$ cat config.mk
export PLATFORM = sky130hd
export DESIGN_NAME = cnb_ctrl
export DESIGN_NICKNAME = d
export VERILOG_FILES = /design/src/rtl/cnb_pkg.sv /design/src/rtl/cnb_ctrl.sv
export SDC_FILE = /design/constraint.sdc
export NUM_CORES = 1
export LEC_CHECK = 0
export ABC_AREA = 1
export BUFFER_PORTS_ARGS = -buffer_cell sky130_fd_sc_hd__buf_2
export CORE_UTILIZATION = 35
export DETAILED_ROUTE_END_ITERATION = 16
export PLACE_DENSITY = 0.56
export SLEW_MARGIN = 20
export SYNTH_ARGS = -nofsm -noshare
export SYNTH_HDL_FRONTEND = slang
export SYNTH_SLANG_ARGS = --single-unit
$ cat constraint.sdc
create_clock -name clk -period 2 [get_ports clk]
set_clock_uncertainty 0.05 [all_clocks]
set_input_delay 0.2 -clock clk [delete_from_list [all_inputs] [get_ports clk]]
set_output_delay 0.2 -clock clk [all_outputs]
set_load 0.02 [all_outputs]
$ cat src/rtl/cnb_pkg.sv
`timescale 1ns / 1ps
// ----------------------------------------------------------------------------
// cnb_pkg
// Shared constants, codes and types of the categorical naive Bayes core.
// ----------------------------------------------------------------------------
package cnb_pkg;

  localparam int MAX_CLASSES  = 8;
  localparam int MAX_FEATURES = 64;
  localparam int MAX_VALUES   = 16;
  localparam int COUNT_WIDTH  = 48;

  localparam int CLASS_W   = $clog2(MAX_CLASSES);
  localparam int FEAT_W    = $clog2(MAX_FEATURES);
  localparam int VAL_W     = $clog2(MAX_VALUES);
  localparam int ENT_W     = FEAT_W + VAL_W;
  localparam int CNT_AW    = CLASS_W + ENT_W;
  localparam int CNT_DEPTH = MAX_CLASSES * MAX_FEATURES * MAX_VALUES;
  localparam int CARD_W    = VAL_W + 1;

  localparam int OPCODE_W = 3;
  localparam int CIDX_W   = 3;
  localparam int FIDX_W   = 6;
  localparam int FVAL_W   = 5;
  localparam int AMT_W    = 24;
  localparam int CCNT_W   = 4;
  localparam int FCNT_W   = 7;
  localparam int PROB_W   = 17;
  localparam int STAT_W   = 2;
  localparam int CFG_IW   = 2;
  localparam int CFG_DW   = 24;

  localparam int Q_FRAC      = 16;
  localparam int Q16_ONE     = 65536;
  localparam int SUM_TOL     = 1;
  localparam int SUM_W       = AMT_W + CLASS_W;
  localparam int MANT_W      = 32;
  localparam int WIDE_W      = COUNT_WIDTH + 1;
  localparam int EXP_W       = 14;
  localparam int TOTAL_W     = MANT_W + CLASS_W;
  localparam int DIVD_W      = 64;
  localparam int DIVS_W      = 40;
  localparam int ALIGN_LIMIT = 40;
  localparam int SH_W        = $clog2(ALIGN_LIMIT);

  localparam logic [OPCODE_W-1:0] OP_SET_LABEL   = 3'd0;
  localparam logic [OPCODE_W-1:0] OP_SET_FEATURE = 3'd1;
  localparam logic [OPCODE_W-1:0] OP_TRAIN       = 3'd2;
  localparam logic [OPCODE_W-1:0] OP_PREDICT     = 3'd3;
  localparam logic [OPCODE_W-1:0] OP_FORGET      = 3'd4;
  localparam logic [OPCODE_W-1:0] OP_SET_CARD    = 3'd5;

  localparam logic [STAT_W-1:0] ST_PREDICT   = 2'd0;
  localparam logic [STAT_W-1:0] ST_TRAIN_OK  = 2'd1;
  localparam logic [STAT_W-1:0] ST_TRAIN_REJ = 2'd2;

  localparam logic [CFG_IW-1:0] REG_CLASS_COUNT   = 2'd0;
  localparam logic [CFG_IW-1:0] REG_FEATURE_COUNT = 2'd1;
  localparam logic [CFG_IW-1:0] REG_ALPHA         = 2'd2;

  typedef enum logic [4:0] {
    S_CLEAR, S_IDLE, S_EXEC, S_SUM, S_SUM_CHK,
    S_TR_TOTAL, S_TR_FREAD, S_TR_CREAD, S_TR_WRITE, S_TR_RESULT,
    S_PR_INIT, S_PR_NORM, S_PF_FREAD, S_PF_CREAD, S_PF_NUM, S_PF_SHIFT,
    S_PF_SKIP, S_PF_DIV, S_PF_WAIT, S_PF_MUL, S_PF_PROD, S_PR_STORE,
    S_AL, S_PO_DIV, S_PO_WAIT, S_PO_OUT,
    S_FG_TOTAL, S_FG_TWAIT, S_FG_TSET, S_FG_READ, S_FG_DIV, S_FG_WAIT
  } state_t;

  typedef enum logic [4:0] {
    U_IDLE, U_CLEAR, U_EXEC, U_SUM, U_NOP,
    U_TR_TOTAL, U_FREAD, U_CREAD, U_TR_WRITE, U_TR_RESULT,
    U_PR_INIT, U_NORM, U_PF_NUM, U_PF_SHIFT, U_F_NEXT, U_PF_DIV,
    U_PF_MUL, U_PF_PROD, U_PR_STORE, U_AL, U_PO_DIV, U_PO_OUT,
    U_FG_TOTAL, U_FG_TSET, U_FG_READ, U_FG_DIV, U_FG_WRITE
  } uop_t;

  typedef struct packed {
    uop_t uop;
    logic load;
  } cmd_t;

  typedef struct packed {
    logic                clear_last;
    logic                c_last;
    logic                f_last;
    logic                f_end;
    logic                e_last;
    logic                sum_ok;
    logic                norm_done;
    logic                m_zero;
    logic                den_zero;
    logic                den_small;
    logic                div_busy;
    logic                out_free;
    logic                amt_zero;
    logic [OPCODE_W-1:0] op;
  } stat_t;

endpackage

$ cat src/rtl/cnb_ctrl.sv
`timescale 1ns / 1ps
// ----------------------------------------------------------------------------
// cnb_ctrl
// Sequencer for store clear, item loads, train, predict and forget.
// ----------------------------------------------------------------------------
module cnb_ctrl import cnb_pkg::*; (
  input  logic  clk,
  input  logic  rst,
  input  stat_t stat,
  input  logic  in_valid,
  output logic  in_ready,
  output cmd_t  cmd
);

  state_t state, state_next;

  always_ff @(posedge clk) begin
    if (rst) begin
      state <= S_CLEAR;
    end else begin
      state <= state_next;
    end
  end

  always_comb begin
    state_next = state;
    unique case (state)
      S_CLEAR:     if (stat.clear_last) state_next = S_IDLE;
      S_IDLE:      if (in_valid) state_next = S_EXEC;
      S_EXEC: begin
        unique case (stat.op)
          OP_TRAIN:   state_next = S_SUM;
          OP_PREDICT: state_next = S_PR_INIT;
          OP_FORGET:  state_next = stat.amt_zero ? S_IDLE : S_FG_TOTAL;
          default:    state_next = S_IDLE;
        endcase
      end
      S_SUM:       if (stat.c_last) state_next = S_SUM_CHK;
      S_SUM_CHK:   state_next = stat.sum_ok ? S_TR_TOTAL : S_TR_RESULT;
      S_TR_TOTAL:  state_next = S_TR_FREAD;
      S_TR_FREAD:  state_next = S_TR_CREAD;
      S_TR_CREAD:  state_next = S_TR_WRITE;
      S_TR_WRITE: begin
        if (!stat.f_last) begin
          state_next = S_TR_FREAD;
        end else begin
          state_next = stat.c_last ? S_TR_RESULT : S_TR_TOTAL;
        end
      end
      S_TR_RESULT: if (stat.out_free) state_next = S_IDLE;
      S_PR_INIT:   state_next = S_PR_NORM;
      S_PR_NORM: begin
        if (stat.norm_done) begin
          state_next = (stat.m_zero || stat.f_end) ? S_PR_STORE : S_PF_FREAD;
        end
      end
      S_PF_FREAD:  state_next = S_PF_CREAD;
      S_PF_CREAD:  state_next = S_PF_NUM;
      S_PF_NUM:    state_next = S_PF_SHIFT;
      S_PF_SHIFT: begin
        if (stat.den_zero) begin
          state_next = S_PF_SKIP;
        end else if (stat.den_small) begin
          state_next = S_PF_DIV;
        end
      end
      S_PF_SKIP:   state_next = S_PR_NORM;
      S_PF_DIV:    state_next = S_PF_WAIT;
      S_PF_WAIT:   if (!stat.div_busy) state_next = S_PF_MUL;
      S_PF_MUL:    state_next = S_PF_PROD;
      S_PF_PROD:   state_next = S_PR_NORM;
      S_PR_STORE:  state_next = stat.c_last ? S_AL : S_PR_INIT;
      S_AL:        if (stat.c_last) state_next = S_PO_DIV;
      S_PO_DIV:    state_next = S_PO_WAIT;
      S_PO_WAIT:   if (!stat.div_busy) state_next = S_PO_OUT;
      S_PO_OUT: begin
        if (stat.out_free) begin
          state_next = stat.c_last ? S_IDLE : S_PO_DIV;
        end
      end
      S_FG_TOTAL:  state_next = S_FG_TWAIT;
      S_FG_TWAIT:  if (!stat.div_busy) state_next = S_FG_TSET;
      S_FG_TSET:   state_next = S_FG_READ;
      S_FG_READ:   state_next = S_FG_DIV;
      S_FG_DIV:    state_next = S_FG_WAIT;
      S_FG_WAIT: begin
        if (!stat.div_busy) begin
          if (!stat.e_last) begin
            state_next = S_FG_READ;
          end else begin
            state_next = stat.c_last ? S_IDLE : S_FG_TOTAL;
          end
        end
      end
      default:     state_next = S_IDLE;
    endcase
  end

  always_comb begin
    in_ready = 1'b0;
    cmd.load = 1'b0;
    cmd.uop  = U_NOP;
    unique case (state)
      S_CLEAR:     cmd.uop = U_CLEAR;
      S_IDLE: begin
        in_ready = 1'b1;
        cmd.load = 1'b1;
        cmd.uop  = U_IDLE;
      end
      S_EXEC:      cmd.uop = U_EXEC;
      S_SUM:       cmd.uop = U_SUM;
      S_TR_TOTAL:  cmd.uop = U_TR_TOTAL;
      S_TR_FREAD:  cmd.uop = U_FREAD;
      S_TR_CREAD:  cmd.uop = U_CREAD;
      S_TR_WRITE:  cmd.uop = U_TR_WRITE;
      S_TR_RESULT: cmd.uop = U_TR_RESULT;
      S_PR_INIT:   cmd.uop = U_PR_INIT;
      S_PR_NORM:   cmd.uop = U_NORM;
      S_PF_FREAD:  cmd.uop = U_FREAD;
      S_PF_CREAD:  cmd.uop = U_CREAD;
      S_PF_NUM:    cmd.uop = U_PF_NUM;
      S_PF_SHIFT:  cmd.uop = U_PF_SHIFT;
      S_PF_SKIP:   cmd.uop = U_F_NEXT;
      S_PF_DIV:    cmd.uop = U_PF_DIV;
      S_PF_MUL:    cmd.uop = U_PF_MUL;
      S_PF_PROD:   cmd.uop = U_PF_PROD;
      S_PR_STORE:  cmd.uop = U_PR_STORE;
      S_AL:        cmd.uop = U_AL;
      S_PO_DIV:    cmd.uop = U_PO_DIV;
      S_PO_OUT:    cmd.uop = U_PO_OUT;
      S_FG_TOTAL:  cmd.uop = U_FG_TOTAL;
      S_FG_TSET:   cmd.uop = U_FG_TSET;
      S_FG_READ:   cmd.uop = U_FG_READ;
      S_FG_DIV:    cmd.uop = U_FG_DIV;
      S_FG_WAIT:   cmd.uop = stat.div_busy ? U_NOP : U_FG_WRITE;
      default:     cmd.uop = U_NOP;
    endcase
  end

endmodule

==> summary.md <==
| Metric | Value |
|---|---|
| Post-route cell area | `1700 sq um` |
| Clock latency on the worst-skew pair | `230 ps` |
| Top Registers | `state: 5 flops` |
| Initial DRC count | `173` |
| Drc violations | `0` |
| Die ar. | `4070 sq um` |
| Dpl cells | `358` |
| CP max stage delay | `360 ps` |
| Total track usage | `26.0%` |
| Die H | `63.8 microns` |
| WHS | `142 ps` |
| WL met3 | `517 microns` |
| ANT nets after route | `0` |
| Synth area leader | `nand2_1` |
| Area contributors post-synth | `nand2_1 23%, nor2_1 19%, nand3_1 12%` |
| FFs w/ async S/R, synth | `0%` |
| DP Area | `1550 sq um` |
| CTS Sinks | `5` |
| Post-Route WL | `4880 microns` |
| Most common cell in the synthesized netlist | `nand2_1` |
| Layout Nets | `334` |
| Metal-1 WL | `1940 microns` |
| Status | `finished, final reports clean` |
| Layout cells sized above 1 | `24.5%` |
| Clock root cell | `clkbuf_8` |
| Num rows | `22` |
| Final setup vio count | `0` |
| Post-Syn Instances | `282` |
| Synthesis-stage register bit count | `5` |
| Inserted Diodes | `0` |
| Leakage Power | `0.987 nW` |
| Vias/cell | `5.39` |
| WL met2 | `2190 microns` |
| Crit path arrival time | `1700 ps` |
| Post-synth cell types | `24` |
| Number of flops mapped to enable cells by yosys | `0` |
| CP max FO | `16` |
| Final WS setup | `45.6 ps` |
| Vias in the first global route | `1812` |
| Routed len/inst | `13.5 microns` |
| Synth top area share | `23.3%` |
| CTS H-tree lvls | `1` |
| Setup tns final | `0 ps` |
| Initial Util | `36.5%` |
| Synth Warn # | `0` |
| Clock-pin slew on the worst setup and hold paths | `30 ps` |
| Final hold violations | `0` |
| Worst Setup Start Kind | `flip-flop` |
| Sequential-to-total area share from yosys stat | `7.49%` |
| Gpl congestion | `1.02` |
| First-pass GRT wire length | `8220 microns` |
| Gr ovfl total | `0` |
| First-pass iteration count of the detailed router | `5` |
| FILL cells | `437` |
| Reg with most FFs | `state` |
| Via count | `1951` |
| Unrepaired setup endpoints after global routing | `yes` |
| Pwr Density | `839 nW/um^2` |
| Slew HR | `76.4%` |
| Syn nets | `301` |
| Largest net degree at the start of global routing | `18` |
| Slew Viols, Final | `0` |
| CP Buf/Inv Count | `2` |
| Peak VDD IR | `0.591 mV` |
| TritonCTS Buffers | `3` |
| I/O pins | `26` |
| Synth-to-Final Area Change | `27.1%` |
| Fin util | `46.4%` |
| F_max | `512 MHz` |
| Synthesized area | `1340 sq um` |
| Fin crit period | `1950 ps` |
| WS Path Type | `reg -> out` |
| Initial antenna violation count | `0` |
| Synth top cells by count | `83 x nand2_1, 67 x nor2_1, 32 x nand3_1, 30 x inv_1, 10 x inv_2` |
| CP required | `1750 ps` |
| Post-CTS Setup Repair Bufs | `0` |
| DP HPWL | `3970 microns` |
| Slowest cell on the critical path | `nor4_1` |
| Worst Hold Class | `in -> reg` |
| Delay-heaviest family, CP | `simple AND/OR/NAND/NOR gates` |
| Maximum clock insertion buffer count | `2` |
| Non-filler instance count after layout | `362` |
| Core box area | `3660 sq um` |
| Pre-CTS WS | `174 ps` |
| Fin crit share | `97.7%` |
| Crit-path cells | `buf_4 -> nand3_2 -> nor2_1 -> nor4_1 -> nand4_1 -> buf_2` |
| Most used DFF post-synth | `dfxtp_1` |
| Syn Area/Cell | `4.74 sq um` |
| Max reg flops | `5` |
| Final Power | `1.42 mW` |
| TritonCTS clock tree | `yes` |
| Uppermost routed layer | `met4` |
| Die Width | `63.8 microns` |
| IO Port Bufs | `25` |
| Slew @ Worst Pin | `351 ps` |
| Max-cap violations | `0` |
| CP Capture Type | `output port` |
-- final timing paths --
check	start	to	slack [ps]	depth (start not counted)
worst max register to register	state[0]	state[0]	300	11
worst max-delay path	state[4]	cmd[1]	50	6
worst min-delay path	rst	state[1]	140	2
worst min register to register	state[3]	state[3]	470	2
-- per-layer routing --
layer | vias up | global-route usage, %
li1 | 960 | -
met1 | 832 | 31.9
met2 | 131 | 40.2
met3 | 28 | 5.18
met4 | 0 | 18.8
met5 | - | 0
-- cell families after synthesis --
logic type / after synthesis / share of synthesized area [%]
AND/OR/NAND/NOR: 210 / 69.4
buffers and inverters: 48 / 14.9
AO/OA/AOI/OAI: 19 / 8.24
flip-flops: 5 / 7.49
-- cells in the final DEF (no fill, tap or decap) --
| master | Yosys | routed |
|---|---|---|
| nor3_2 | 0 | 1 |
| o211ai_1 | 4 | 4 |
| nand3b_1 | 1 | 1 |
| nand2_8 | 0 | 1 |
| nor4_1 | 3 | 1 |
| nor2_4 | 4 | 7 |
| dfxtp_1 | 5 | 1 |
| clkinv_1 | 1 | 1 |
| inv_1 | 30 | 29 |
| o2111ai_1 | 1 | 1 |
| a31oi_1 | 1 | 1 |
| buf_2 | 3 | 24 |
| a21oi_1 | 7 | 7 |
| buf_6 | 0 | 2 |
| nand3_2 | 1 | 2 |
| nor4_2 | 0 | 2 |
| inv_4 | 0 | 2 |
| nand2_1 | 83 | 81 |
| nand2_4 | 1 | 3 |
| clkbuf_8 | 0 | 3 |
| nor2_2 | 4 | 4 |
| inv_2 | 10 | 9 |
| o21ai_1 | 2 | 3 |
| nand4_1 | 8 | 8 |
| dfxtp_4 | 0 | 3 |
| buf_4 | 4 | 9 |
| nor2_1 | 67 | 64 |
| nand3_1 | 32 | 31 |
| o21ai_0 | 4 | 3 |
| dfxtp_2 | 0 | 1 |
| nand2_2 | 5 | 4 |
| clkbuf_1 | 0 | 1 |
-- power breakdown --
part | switching, mW | internal [mW]
Clock | 0.0516 | 0.137
Combinational | 0.698 | 0.351
Sequential | 0.0560 | 0.132
-- layout make-up --
cell class / count / area [sq um] / area share (%)
tap: 48 / 60.1 / 3.54
inverter: 41 / 159 / 9.36
timing repair buffer: 35 / 210 / 12.4
clock buffer: 4 / 45.0 / 2.65
multi-input combinational: 229 / 1110 / 65.4
sequential: 5 / 113 / 6.63
-- repair_timing --
| action | CTS | global route |
|---|---|---|
| resized for setup | 6 | 25 |
| hold buffers | 0 | 0 |
| endpoints found under the hold margin | 0 | 0 |
| endpoints found under the setup margin | 2 | 5 |
| pin swaps | 1 | 3 |
No activity file was read; power rests on OpenSTA's default activity.
